===== src/hdl/brr_pkg.sv =====
// Shared types and constants for the BRR ADPCM decoder.
package brr_pkg;

    // Predictor filter codes taken from header bits 3..2.
    typedef enum logic [1:0] {
        FILTER_NONE  = 2'd0,
        FILTER_ONE   = 2'd1,
        FILTER_TWO   = 2'd2,
        FILTER_THREE = 2'd3
    } filter_t;

    // Width of the predictor's internal arithmetic.
    localparam int CALC_W = 22;

    // Block layout: byte 0 is the header, bytes 1 to 8 carry nibbles.
    localparam logic [3:0] POS_HEADER = 4'd0;
    localparam logic [3:0] POS_FIRST  = 4'd1;
    localparam logic [3:0] POS_LAST   = 4'd8;

    // Shifts from this value upwards mask the nibble instead of scaling it.
    localparam logic [3:0] SHIFT_MASK_MIN = 4'd13;

    // Filter coefficients.
    localparam logic signed [CALC_W-1:0] COEF_15  = 22'sd15;
    localparam logic signed [CALC_W-1:0] COEF_61  = 22'sd61;
    localparam logic signed [CALC_W-1:0] COEF_115 = 22'sd115;
    localparam logic signed [CALC_W-1:0] COEF_13  = 22'sd13;

    // Base value of a negative nibble under a masking shift.
    localparam logic signed [CALC_W-1:0] MASKED_NEG = -22'sd2048;

    // Clamp limits of the 16-bit intermediate sample.
    localparam logic signed [CALC_W-1:0] CLAMP_MIN = -22'sd32768;
    localparam logic signed [CALC_W-1:0] CLAMP_MAX = 22'sd32767;

    // One decoded result as it travels to the output stage.
    typedef struct packed {
        logic signed [15:0] sample;
        logic               loop_flag;
        logic               end_of_sample;
        logic               run_last;
    } result_t;

endpackage


===== src/hdl/brr_in_if.sv =====
// Byte stream channel into the decoder.
interface brr_in_if;
    logic       valid;
    logic       ready;
    logic [7:0] data_byte;
    logic       first;

    modport source (output valid, output data_byte, output first, input ready);
    modport sink   (input valid, input data_byte, input first, output ready);
endinterface


===== src/hdl/brr_out_if.sv =====
// Decoded sample channel out of the decoder.
interface brr_out_if;
    logic               valid;
    logic               ready;
    logic signed [15:0] sample;
    logic               loop_flag;
    logic               end_of_sample;
    logic               run_last;

    modport source (output valid, output sample, output loop_flag,
                    output end_of_sample, output run_last, input ready);
    modport sink   (input valid, input sample, input loop_flag,
                    input end_of_sample, input run_last, output ready);
endinterface


===== src/hdl/brr_adpcm_decoder_top.sv =====
// Top level of the BRR ADPCM decoder: byte register, sequencer and predictor.
// A header byte is consumed without emitting a sample; a data byte yields one sample per nibble,
// in turn, as the second sample needs the history written by the first through the predictor.
// Each sample appears on the output the cycle after it is computed; a new byte is
// taken in the cycle its predecessor finishes. Reset clears history, position and flags.
module brr_adpcm_decoder_top
(
    input  logic      clk,
    input  logic      rst_n,
    brr_in_if.sink    stream,
    brr_out_if.source samples
);

    // Byte register.
    logic             item_valid_reg;
    logic             item_valid_next;
    logic [7:0]       byte_reg;
    logic             first_reg;

    // Decoder state.
    logic             phase_reg;
    logic             phase_next;
    logic signed [14:0] h1_reg;
    logic signed [14:0] h1_next;
    logic signed [14:0] h2_reg;
    logic signed [14:0] h2_next;
    logic [3:0]       pos_reg;
    logic [3:0]       pos_next;
    logic [3:0]       shift_reg;
    logic [3:0]       shift_next;
    brr_pkg::filter_t filter_reg;
    brr_pkg::filter_t filter_next;
    logic             loop_reg;
    logic             loop_next;
    logic             end_reg;
    logic             end_next;
    logic             finished_reg;
    logic             finished_next;

    // Effective state once a pending start of sample is applied.
    logic             eff_first;
    logic             eff_finished;
    logic [3:0]       eff_pos;
    logic signed [14:0] eff_h1;
    logic signed [14:0] eff_h2;

    logic             emits;
    logic             step_en;
    logic             consume;
    logic             last;
    logic             out_free;
    logic [3:0]       nibble;
    logic signed [14:0] history_new;
    brr_pkg::result_t result;

    // A start of sample applies only in the first phase of a byte.
    always_comb
    begin
        eff_first    = first_reg && !phase_reg;
        eff_finished = eff_first ? 1'b0 : finished_reg;
        eff_pos      = eff_first ? brr_pkg::POS_HEADER : pos_reg;
        eff_h1       = eff_first ? '0 : h1_reg;
        eff_h2       = eff_first ? '0 : h2_reg;
    end

    // Step control: header and ignored bytes never wait for the output register.
    assign last    = (pos_reg >= brr_pkg::POS_LAST);
    assign emits   = item_valid_reg &&
                     (phase_reg || (!eff_finished && eff_pos != brr_pkg::POS_HEADER));
    assign step_en = item_valid_reg && (!emits || out_free);
    assign consume = step_en && (phase_reg || !emits);

    assign stream.ready = !item_valid_reg || consume;

    // High nibble first, low nibble in the second phase.
    assign nibble = phase_reg ? byte_reg[3:0] : byte_reg[7:4];

    brr_predict u_predict
    (
        .nibble        (nibble),
        .shift_amount  (shift_reg),
        .filter_select (filter_reg),
        .history_one   (eff_h1),
        .history_two   (eff_h2),
        .history_new   (history_new)
    );

    // Result going to the output register.
    always_comb
    begin
        result.sample        = {history_new, 1'b0};
        result.loop_flag     = loop_reg;
        result.end_of_sample = phase_reg && last && end_reg;
        result.run_last      = phase_reg;
    end

    brr_out_stage u_out_stage
    (
        .clk       (clk),
        .rst_n     (rst_n),
        .push      (step_en && emits),
        .push_data (result),
        .free      (out_free),
        .samples   (samples)
    );

    // Next state of the sequencer and the decoder state.
    always_comb
    begin
        item_valid_next = item_valid_reg;
        phase_next      = phase_reg;
        h1_next         = h1_reg;
        h2_next         = h2_reg;
        pos_next        = pos_reg;
        shift_next      = shift_reg;
        filter_next     = filter_reg;
        loop_next       = loop_reg;
        end_next        = end_reg;
        finished_next   = finished_reg;

        if (step_en)
        begin
            if (phase_reg)
            begin
                h2_next    = h1_reg;
                h1_next    = history_new;
                phase_next = 1'b0;
                if (last)
                begin
                    pos_next = brr_pkg::POS_HEADER;
                    if (end_reg)
                    begin
                        finished_next = 1'b1;
                    end
                end
                else
                begin
                    pos_next = pos_reg + 4'd1;
                end
            end
            else
            begin
                h1_next       = eff_h1;
                h2_next       = eff_h2;
                pos_next      = eff_pos;
                finished_next = eff_finished;
                if (!eff_finished)
                begin
                    if (eff_pos == brr_pkg::POS_HEADER)
                    begin
                        shift_next  = byte_reg[7:4];
                        filter_next = brr_pkg::filter_t'(byte_reg[3:2]);
                        loop_next   = byte_reg[1];
                        end_next    = byte_reg[0];
                        pos_next    = brr_pkg::POS_FIRST;
                    end
                    else
                    begin
                        h2_next    = eff_h1;
                        h1_next    = history_new;
                        phase_next = 1'b1;
                    end
                end
            end
        end

        if (stream.valid && stream.ready)
        begin
            item_valid_next = 1'b1;
        end
        else if (consume)
        begin
            item_valid_next = 1'b0;
        end
    end

    // Control and decoder state registers.
    always_ff @(posedge clk or negedge rst_n)
    begin
        if (!rst_n)
        begin
            item_valid_reg <= 1'b0;
            phase_reg      <= 1'b0;
            h1_reg         <= '0;
            h2_reg         <= '0;
            pos_reg        <= brr_pkg::POS_HEADER;
            shift_reg      <= '0;
            filter_reg     <= brr_pkg::FILTER_NONE;
            loop_reg       <= 1'b0;
            end_reg        <= 1'b0;
            finished_reg   <= 1'b0;
        end
        else
        begin
            item_valid_reg <= item_valid_next;
            phase_reg      <= phase_next;
            h1_reg         <= h1_next;
            h2_reg         <= h2_next;
            pos_reg        <= pos_next;
            shift_reg      <= shift_next;
            filter_reg     <= filter_next;
            loop_reg       <= loop_next;
            end_reg        <= end_next;
            finished_reg   <= finished_next;
        end
    end

    // Byte payload register, loaded on each input transfer.
    always_ff @(posedge clk)
    begin
        if (stream.valid && stream.ready)
        begin
            byte_reg  <= stream.data_byte;
            first_reg <= stream.first;
        end
    end

    // The second sample phase only exists while a byte is held.
    a_phase_has_item: assert property (@(posedge clk) disable iff (!rst_n)
        phase_reg |-> item_valid_reg)
        else $error("second sample phase without a held byte");

    // The block position never runs past the last data byte.
    a_pos_range: assert property (@(posedge clk) disable iff (!rst_n)
        pos_reg <= brr_pkg::POS_LAST)
        else $error("block position out of range");

    // A first sample issued is always followed by the second sample phase.
    a_first_then_second: assert property (@(posedge clk) disable iff (!rst_n)
        (step_en && emits && !phase_reg) |=> phase_reg)
        else $error("second sample phase missing after first sample");

    // End of sample is only flagged on the second sample of a byte.
    a_end_on_second: assert property (@(posedge clk) disable iff (!rst_n)
        (samples.valid && samples.end_of_sample) |-> samples.run_last)
        else $error("end of sample on a first sample");

    // Output samples are always even.
    a_sample_even: assert property (@(posedge clk) disable iff (!rst_n)
        samples.valid |-> !samples.sample[0])
        else $error("odd output sample");

endmodule


===== src/hdl/brr_predict.sv =====
// Combinational BRR sample reconstruction: scale, filter, clamp and wrap.
module brr_predict
(
    input  logic [3:0]          nibble,
    input  logic [3:0]          shift_amount,
    input  brr_pkg::filter_t    filter_select,
    input  logic signed [14:0]  history_one,
    input  logic signed [14:0]  history_two,
    output logic signed [14:0]  history_new
);

    logic signed [brr_pkg::CALC_W-1:0] nib_ext;
    logic signed [brr_pkg::CALC_W-1:0] scaled;
    logic signed [brr_pkg::CALC_W-1:0] base;
    logic signed [brr_pkg::CALC_W-1:0] h1_ext;
    logic signed [brr_pkg::CALC_W-1:0] h2_ext;
    logic signed [brr_pkg::CALC_W-1:0] term_add;
    logic signed [brr_pkg::CALC_W-1:0] term_sub;
    logic signed [brr_pkg::CALC_W-1:0] sum;
    logic signed [15:0]                clamped;

    // Sign extension of the nibble and the history words.
    assign nib_ext = {{(brr_pkg::CALC_W-4){nibble[3]}}, nibble};
    assign h1_ext  = {{(brr_pkg::CALC_W-15){history_one[14]}}, history_one};
    assign h2_ext  = {{(brr_pkg::CALC_W-15){history_two[14]}}, history_two};

    // Scaling of the nibble by the header shift.
    assign scaled = nib_ext <<< shift_amount;

    always_comb
    begin
        if (shift_amount >= brr_pkg::SHIFT_MASK_MIN)
        begin
            base = nibble[3] ? brr_pkg::MASKED_NEG : '0;
        end
        else
        begin
            base = scaled >>> 1;
        end
    end

    // Prediction terms of the selected filter.
    always_comb
    begin
        term_add = '0;
        term_sub = '0;
        case (filter_select)
            brr_pkg::FILTER_NONE:
            begin
                term_add = '0;
                term_sub = '0;
            end
            brr_pkg::FILTER_ONE:
            begin
                term_add = (h1_ext * brr_pkg::COEF_15) >>> 4;
            end
            brr_pkg::FILTER_TWO:
            begin
                term_add = (h1_ext * brr_pkg::COEF_61) >>> 5;
                term_sub = (h2_ext * brr_pkg::COEF_15) >>> 4;
            end
            brr_pkg::FILTER_THREE:
            begin
                term_add = (h1_ext * brr_pkg::COEF_115) >>> 6;
                term_sub = (h2_ext * brr_pkg::COEF_13) >>> 4;
            end
            default:
            begin
                term_add = '0;
                term_sub = '0;
            end
        endcase
    end

    assign sum = base + term_add - term_sub;

    // Clamp to 16 bits, then keep the low 15 bits as the new history word.
    always_comb
    begin
        if (sum < brr_pkg::CLAMP_MIN)
        begin
            clamped = brr_pkg::CLAMP_MIN[15:0];
        end
        else if (sum > brr_pkg::CLAMP_MAX)
        begin
            clamped = brr_pkg::CLAMP_MAX[15:0];
        end
        else
        begin
            clamped = sum[15:0];
        end
    end

    assign history_new = clamped[14:0];

endmodule


===== src/hdl/brr_out_stage.sv =====
// Output register that holds one result until the sink takes it.
module brr_out_stage
(
    input  logic              clk,
    input  logic              rst_n,
    input  logic              push,
    input  brr_pkg::result_t  push_data,
    output logic              free,
    brr_out_if.source         samples
);

    logic             valid_reg;
    logic             valid_next;
    brr_pkg::result_t data_reg;

    // The register can take a new result when empty or when its transfer completes.
    assign free = !valid_reg || samples.ready;

    always_comb
    begin
        valid_next = valid_reg;
        if (push)
        begin
            valid_next = 1'b1;
        end
        else if (samples.ready)
        begin
            valid_next = 1'b0;
        end
    end

    always_ff @(posedge clk or negedge rst_n)
    begin
        if (!rst_n)
        begin
            valid_reg <= 1'b0;
        end
        else
        begin
            valid_reg <= valid_next;
        end
    end

    always_ff @(posedge clk)
    begin
        if (push)
        begin
            data_reg <= push_data;
        end
    end

    assign samples.valid         = valid_reg;
    assign samples.sample        = data_reg.sample;
    assign samples.loop_flag     = data_reg.loop_flag;
    assign samples.end_of_sample = data_reg.end_of_sample;
    assign samples.run_last      = data_reg.run_last;

endmodule

===== src/flat_wrapper.sv =====
// flat-port wrapper written by rule: the top's interface ports become plain ports
module brr_adpcm_decoder_top_flat 
  (clk, rst_n, stream_valid, stream_data_byte, stream_first, stream_ready, samples_valid, samples_sample, samples_loop_flag, samples_end_of_sample, samples_run_last, samples_ready);
  brr_in_if stream_i ();
  brr_out_if samples_i ();
  input  logic clk;
  input  logic rst_n;
  input wire logic [$bits(stream_i.valid)-1:0] stream_valid;
  input wire logic [$bits(stream_i.data_byte)-1:0] stream_data_byte;
  input wire logic [$bits(stream_i.first)-1:0] stream_first;
  output wire logic [$bits(stream_i.ready)-1:0] stream_ready;
  output wire logic [$bits(samples_i.valid)-1:0] samples_valid;
  output wire logic [$bits(samples_i.sample)-1:0] samples_sample;
  output wire logic [$bits(samples_i.loop_flag)-1:0] samples_loop_flag;
  output wire logic [$bits(samples_i.end_of_sample)-1:0] samples_end_of_sample;
  output wire logic [$bits(samples_i.run_last)-1:0] samples_run_last;
  input wire logic [$bits(samples_i.ready)-1:0] samples_ready;
  assign stream_i.valid = stream_valid;
  assign stream_i.data_byte = stream_data_byte;
  assign stream_i.first = stream_first;
  assign stream_ready = stream_i.ready;
  assign samples_valid = samples_i.valid;
  assign samples_sample = samples_i.sample;
  assign samples_loop_flag = samples_i.loop_flag;
  assign samples_end_of_sample = samples_i.end_of_sample;
  assign samples_run_last = samples_i.run_last;
  assign samples_i.ready = samples_ready;
  brr_adpcm_decoder_top u_core (.clk(clk), .rst_n(rst_n), .stream(stream_i), .samples(samples_i));
endmodule

===== config.mk =====
export PLATFORM = sky130hd
export DESIGN_NAME = brr_adpcm_decoder_top_flat
export DESIGN_NICKNAME = d
export VERILOG_FILES = /design/src/hdl/brr_pkg.sv /design/src/hdl/brr_in_if.sv /design/src/hdl/brr_out_if.sv /design/src/hdl/brr_adpcm_decoder_top.sv /design/src/hdl/brr_predict.sv /design/src/hdl/brr_out_stage.sv /design/src/flat_wrapper.sv
export SDC_FILE = /design/constraint.sdc
export NUM_CORES = 1
export LEC_CHECK = 0
export ABC_AREA = 1
export BUFFER_PORTS_ARGS = -buffer_cell sky130_fd_sc_hd__buf_2
export CAP_MARGIN = 25
export CORE_ASPECT_RATIO = 2
export CORE_MARGIN = 5
export CORE_UTILIZATION = 57
export DETAILED_ROUTE_END_ITERATION = 16
export GPL_TIMING_DRIVEN = 1
export HOLD_SLACK_MARGIN = 0.08
export PLACE_DENSITY_LB_ADDON = 0.12
export REMOVE_ABC_BUFFERS = 1
export SYNTH_ARGS = -nofsm -noshare
export SYNTH_HDL_FRONTEND = slang
export SYNTH_HIERARCHICAL = 1
export SYNTH_SLANG_ARGS = --single-unit
export TNS_END_PERCENT = 20

===== constraint.sdc =====
create_clock -name clk -period 7.5 [get_ports clk]
set_clock_uncertainty 0.2 [all_clocks]
set_input_delay 0.75 -clock clk [delete_from_list [all_inputs] [get_ports clk]]
set_output_delay 0.75 -clock clk [all_outputs]
set_load 0.02 [all_outputs]

==> impl_metrics.toml <==
[place]
place.gp.congestion = 1.10
numPortBuffers = 33
placed_cells = 2674
dpl.hpwl_mm = 44.3

[detailed_routing]
antenna_left = 0
route.vias.total = 15600
avgRoutedWirePerCell_microns = 20.3
first_iter_violations = 968
via_per_inst = 5.72
routed_wirelength_mm = 55.3
dr.pass1.iters = 6
drc = 0

[logic_synthesis]
syn_area_sq_mm = 0.0149
synth.distinct_cells = 54
synth_warnings = 6
synth-simple-area-share = 0.247
ys_top_cells_by_area = "fa_1 16%, ha_1 16%, nand2_1 14%, inv_1 12%, dfrtp_1 7.7%"
synthAdderAreaFrac = 0.316
yosys.cell_count.top_type = "nand2_1"
synth.largest_area_cell = "fa_1"
yosys.area.top_type_share = 0.160
ys_seq_elements = 74
synth-async-reset-ratio = 0.622
synth_compound_area_frac = 0.134
synth_ff_type = "dfrtp_1"
synth_edf_count = 28
syn_inst = 2176
synth-xor-area-share = 0.0365
synth_top_family_by_area = "adder cells"
seq_area_frac_synth = 0.134
synthMuxAreaShare = 0
synthTopCellsByCount = "566 x nand2_1, 458 x inv_1, 186 x ha_1"
syn_area_per_cell_sq_um = 6.84

[critical_path]
slowest_delay_ns = 0.56
arrival_ns = 7.34
worstPathRequired_ns = 7.39
worstSetupEndpointType = "register"
crit_fanout = 8
critPathTopFamily = "adder cells"
r2r_start = "u_core/first_reg"
regToRegSetupSlack_ns = 0.05
crit_top_cell = "nand2_1"
start_kind = "register"
cp_num_buf_inv = 10
worstSetupPathType = "register to register"
crit_slowest_cell = "fa_1"
r2r_end = "u_core/u_out_stage/samples.sample[6]"
ff2ff_path_depth = 43

[floorplan]
start_util = 0.578
rows = 83
pin_count = 34
core-area_sq_mm = 0.0258
die_height_microns = 239
die_area_sq_mm = 0.0297
die_w_microns = 124

[global_routing]
antenna_found_initial = 0
track_usage = 0.346
grt_first_pass_wirelength_mm = 80.1
gr-total-overflow = 0
grt_start_max_net_pins = 47
grt_pass1_vias = 15600

[timing]
tightest_slew_ns = 0.983
relSlewSlack = 0.344
max_freq_mhz = 134
hold_viol_final = 0
drv_slew = 0
min_period_ns = 7.45
rsz0062_at_grt = "yes"
setup_viol = 0
period_share = 0.993

[clock_network]
clk_pin_slew_ns = 0.06
cts_made_buffers = 9
cts_tree = "done"
ctsRootBufferMaster = "clkbuf_16"
cts_buffer_depth = 2
insertion_delay_ns = 0.34
cts.sinks = 74
cts_hold_buf = 0
htreeDepth = 3

[hold_path]
min_path_type = "input pin to async pin"

[cells_and_area]
largest_register_ffs = 16
area_growth_pct = 25.3
n_antenna_cell = 0
layout-drive-gt1-share = 0.234
finalNonFillerCells = 2727
fin_nets = 2700

[outcome]
status = "finished clean"

[flow_run]
drv_cap = 0
==> repair_timing <==
action,CTS,global route
setup endpoints to repair,27,30
pin swaps,0,86
gates cloned,0,3
setup buffers,1,33
resized for setup,21,314
==> layer usage <==
| metal | part of all wire | routed length [microns] | GRT usage |
|---|---|---|---|
| met1 | 0.31 | 17200 | 0.307 |
| met2 | 0.53 | 29500 | 0.681 |
| met3 | 0.039 | 2180 | 0.0288 |
| met4 | 0.12 | 6360 | 0.303 |
| met5 | 0 | 0 | 0 |
==> kinds of logic (layout without fill, tap and decap cells) <==
logic type,count (synthesis),in the layout
AND/OR/NAND/NOR,876,877
buffers and inverters,503,713
AO/OA/AOI/OAI,355,355
adder cells (fa/ha/maj),305,305
flip-flops,74,74
XOR/XNOR,62,62
other,1,1
==> through the flow <==
step | TNS, ns | hold slack (ns) | area, sq um | utilization | setup WS, ns
floorplan | 0 | 0.225 | 14700 | - | 0.0518
global placement | -1.09 | 0.234 | 16500 | 0.642 | -0.240
detailed placement | -2.81 | 0.257 | 16600 | 0.644 | -0.377
CTS | 0 | 0.107 | 17000 | 0.660 | 0.00316
global route | -5.20 | 0.123 | 18700 | 0.725 | -0.263
finish | 0 | 0.103 | 18700 | 0.725 | 0.0517
==> worst max path at each step <==
stage	from	to	slack [ns]	cells past startpoint
finish	u_core/first_reg	u_core/u_out_stage/samples.sample[6]	0.05	43
global route	u_core/first_reg	u_core/u_out_stage/samples.sample[6]	-0.26	43
CTS	u_core/phase_reg	u_core/h1_reg[5]	0.003	44
detailed placement	u_core/phase_reg	u_core/h1_reg[1]	-0.38	37
global placement	u_core/phase_reg	u_core/h1_reg[1]	-0.24	42
floorplan	u_core/phase_reg	u_core/h1_reg[14]	0.05	45
==> cell type report <==
type | instances | area (sq um)
well taps | 340 | 425
clock buffers | 9 | 225
fillers | 2169 | 7090
flip-flops and latches | 74 | 1990
multi-input cells | 1600 | 12300
clock inverters | 7 | 98.8
inverters | 463 | 1770
repair buffers | 234 | 1810
==> worst register-to-register path: cells and delay by family, from the launching register on <==
kind / cells / cell delay (ns)
flops: 1 / 0.50
simple gates: 22 / 2.21
compound gates: 3 / 0.47
buf+inv: 10 / 1.00
fa+ha+maj: 7 / 2.71
xor+xnor: 1 / 0.15
==> layout by cell type (no fill, tap or decap), types with 10 or more instances in the layout <==
master	Yosys	layout
buf_4	0	189
o21ai_2	3	13
nor2_4	1	13
or2_2	14	13
a21oi_2	10	35
nor2_1	115	88
a21oi_1	140	101
nor3_1	15	12
ha_4	0	46
ha_1	186	134
nand3_2	4	17
nand4_1	21	21
nand2_4	5	17
a21oi_4	0	14
inv_4	1	10
o21ai_0	125	100
fa_1	119	118
nor2_2	8	23
nand2_1	566	524
buf_2	13	33
nand3_1	103	90
inv_1	458	423
edfxtp_1	28	28
xor2_1	38	29
nand2_2	13	44
inv_2	4	27
a21o_1	14	14
dfrtp_1	46	46
a31oi_1	13	13
xnor2_1	24	21
clkbuf_16	0	11
o21ai_1	13	26
Power is not shown: default switching activity piles up to over one toggle a cycle in this logic, so the estimate is an artifact.
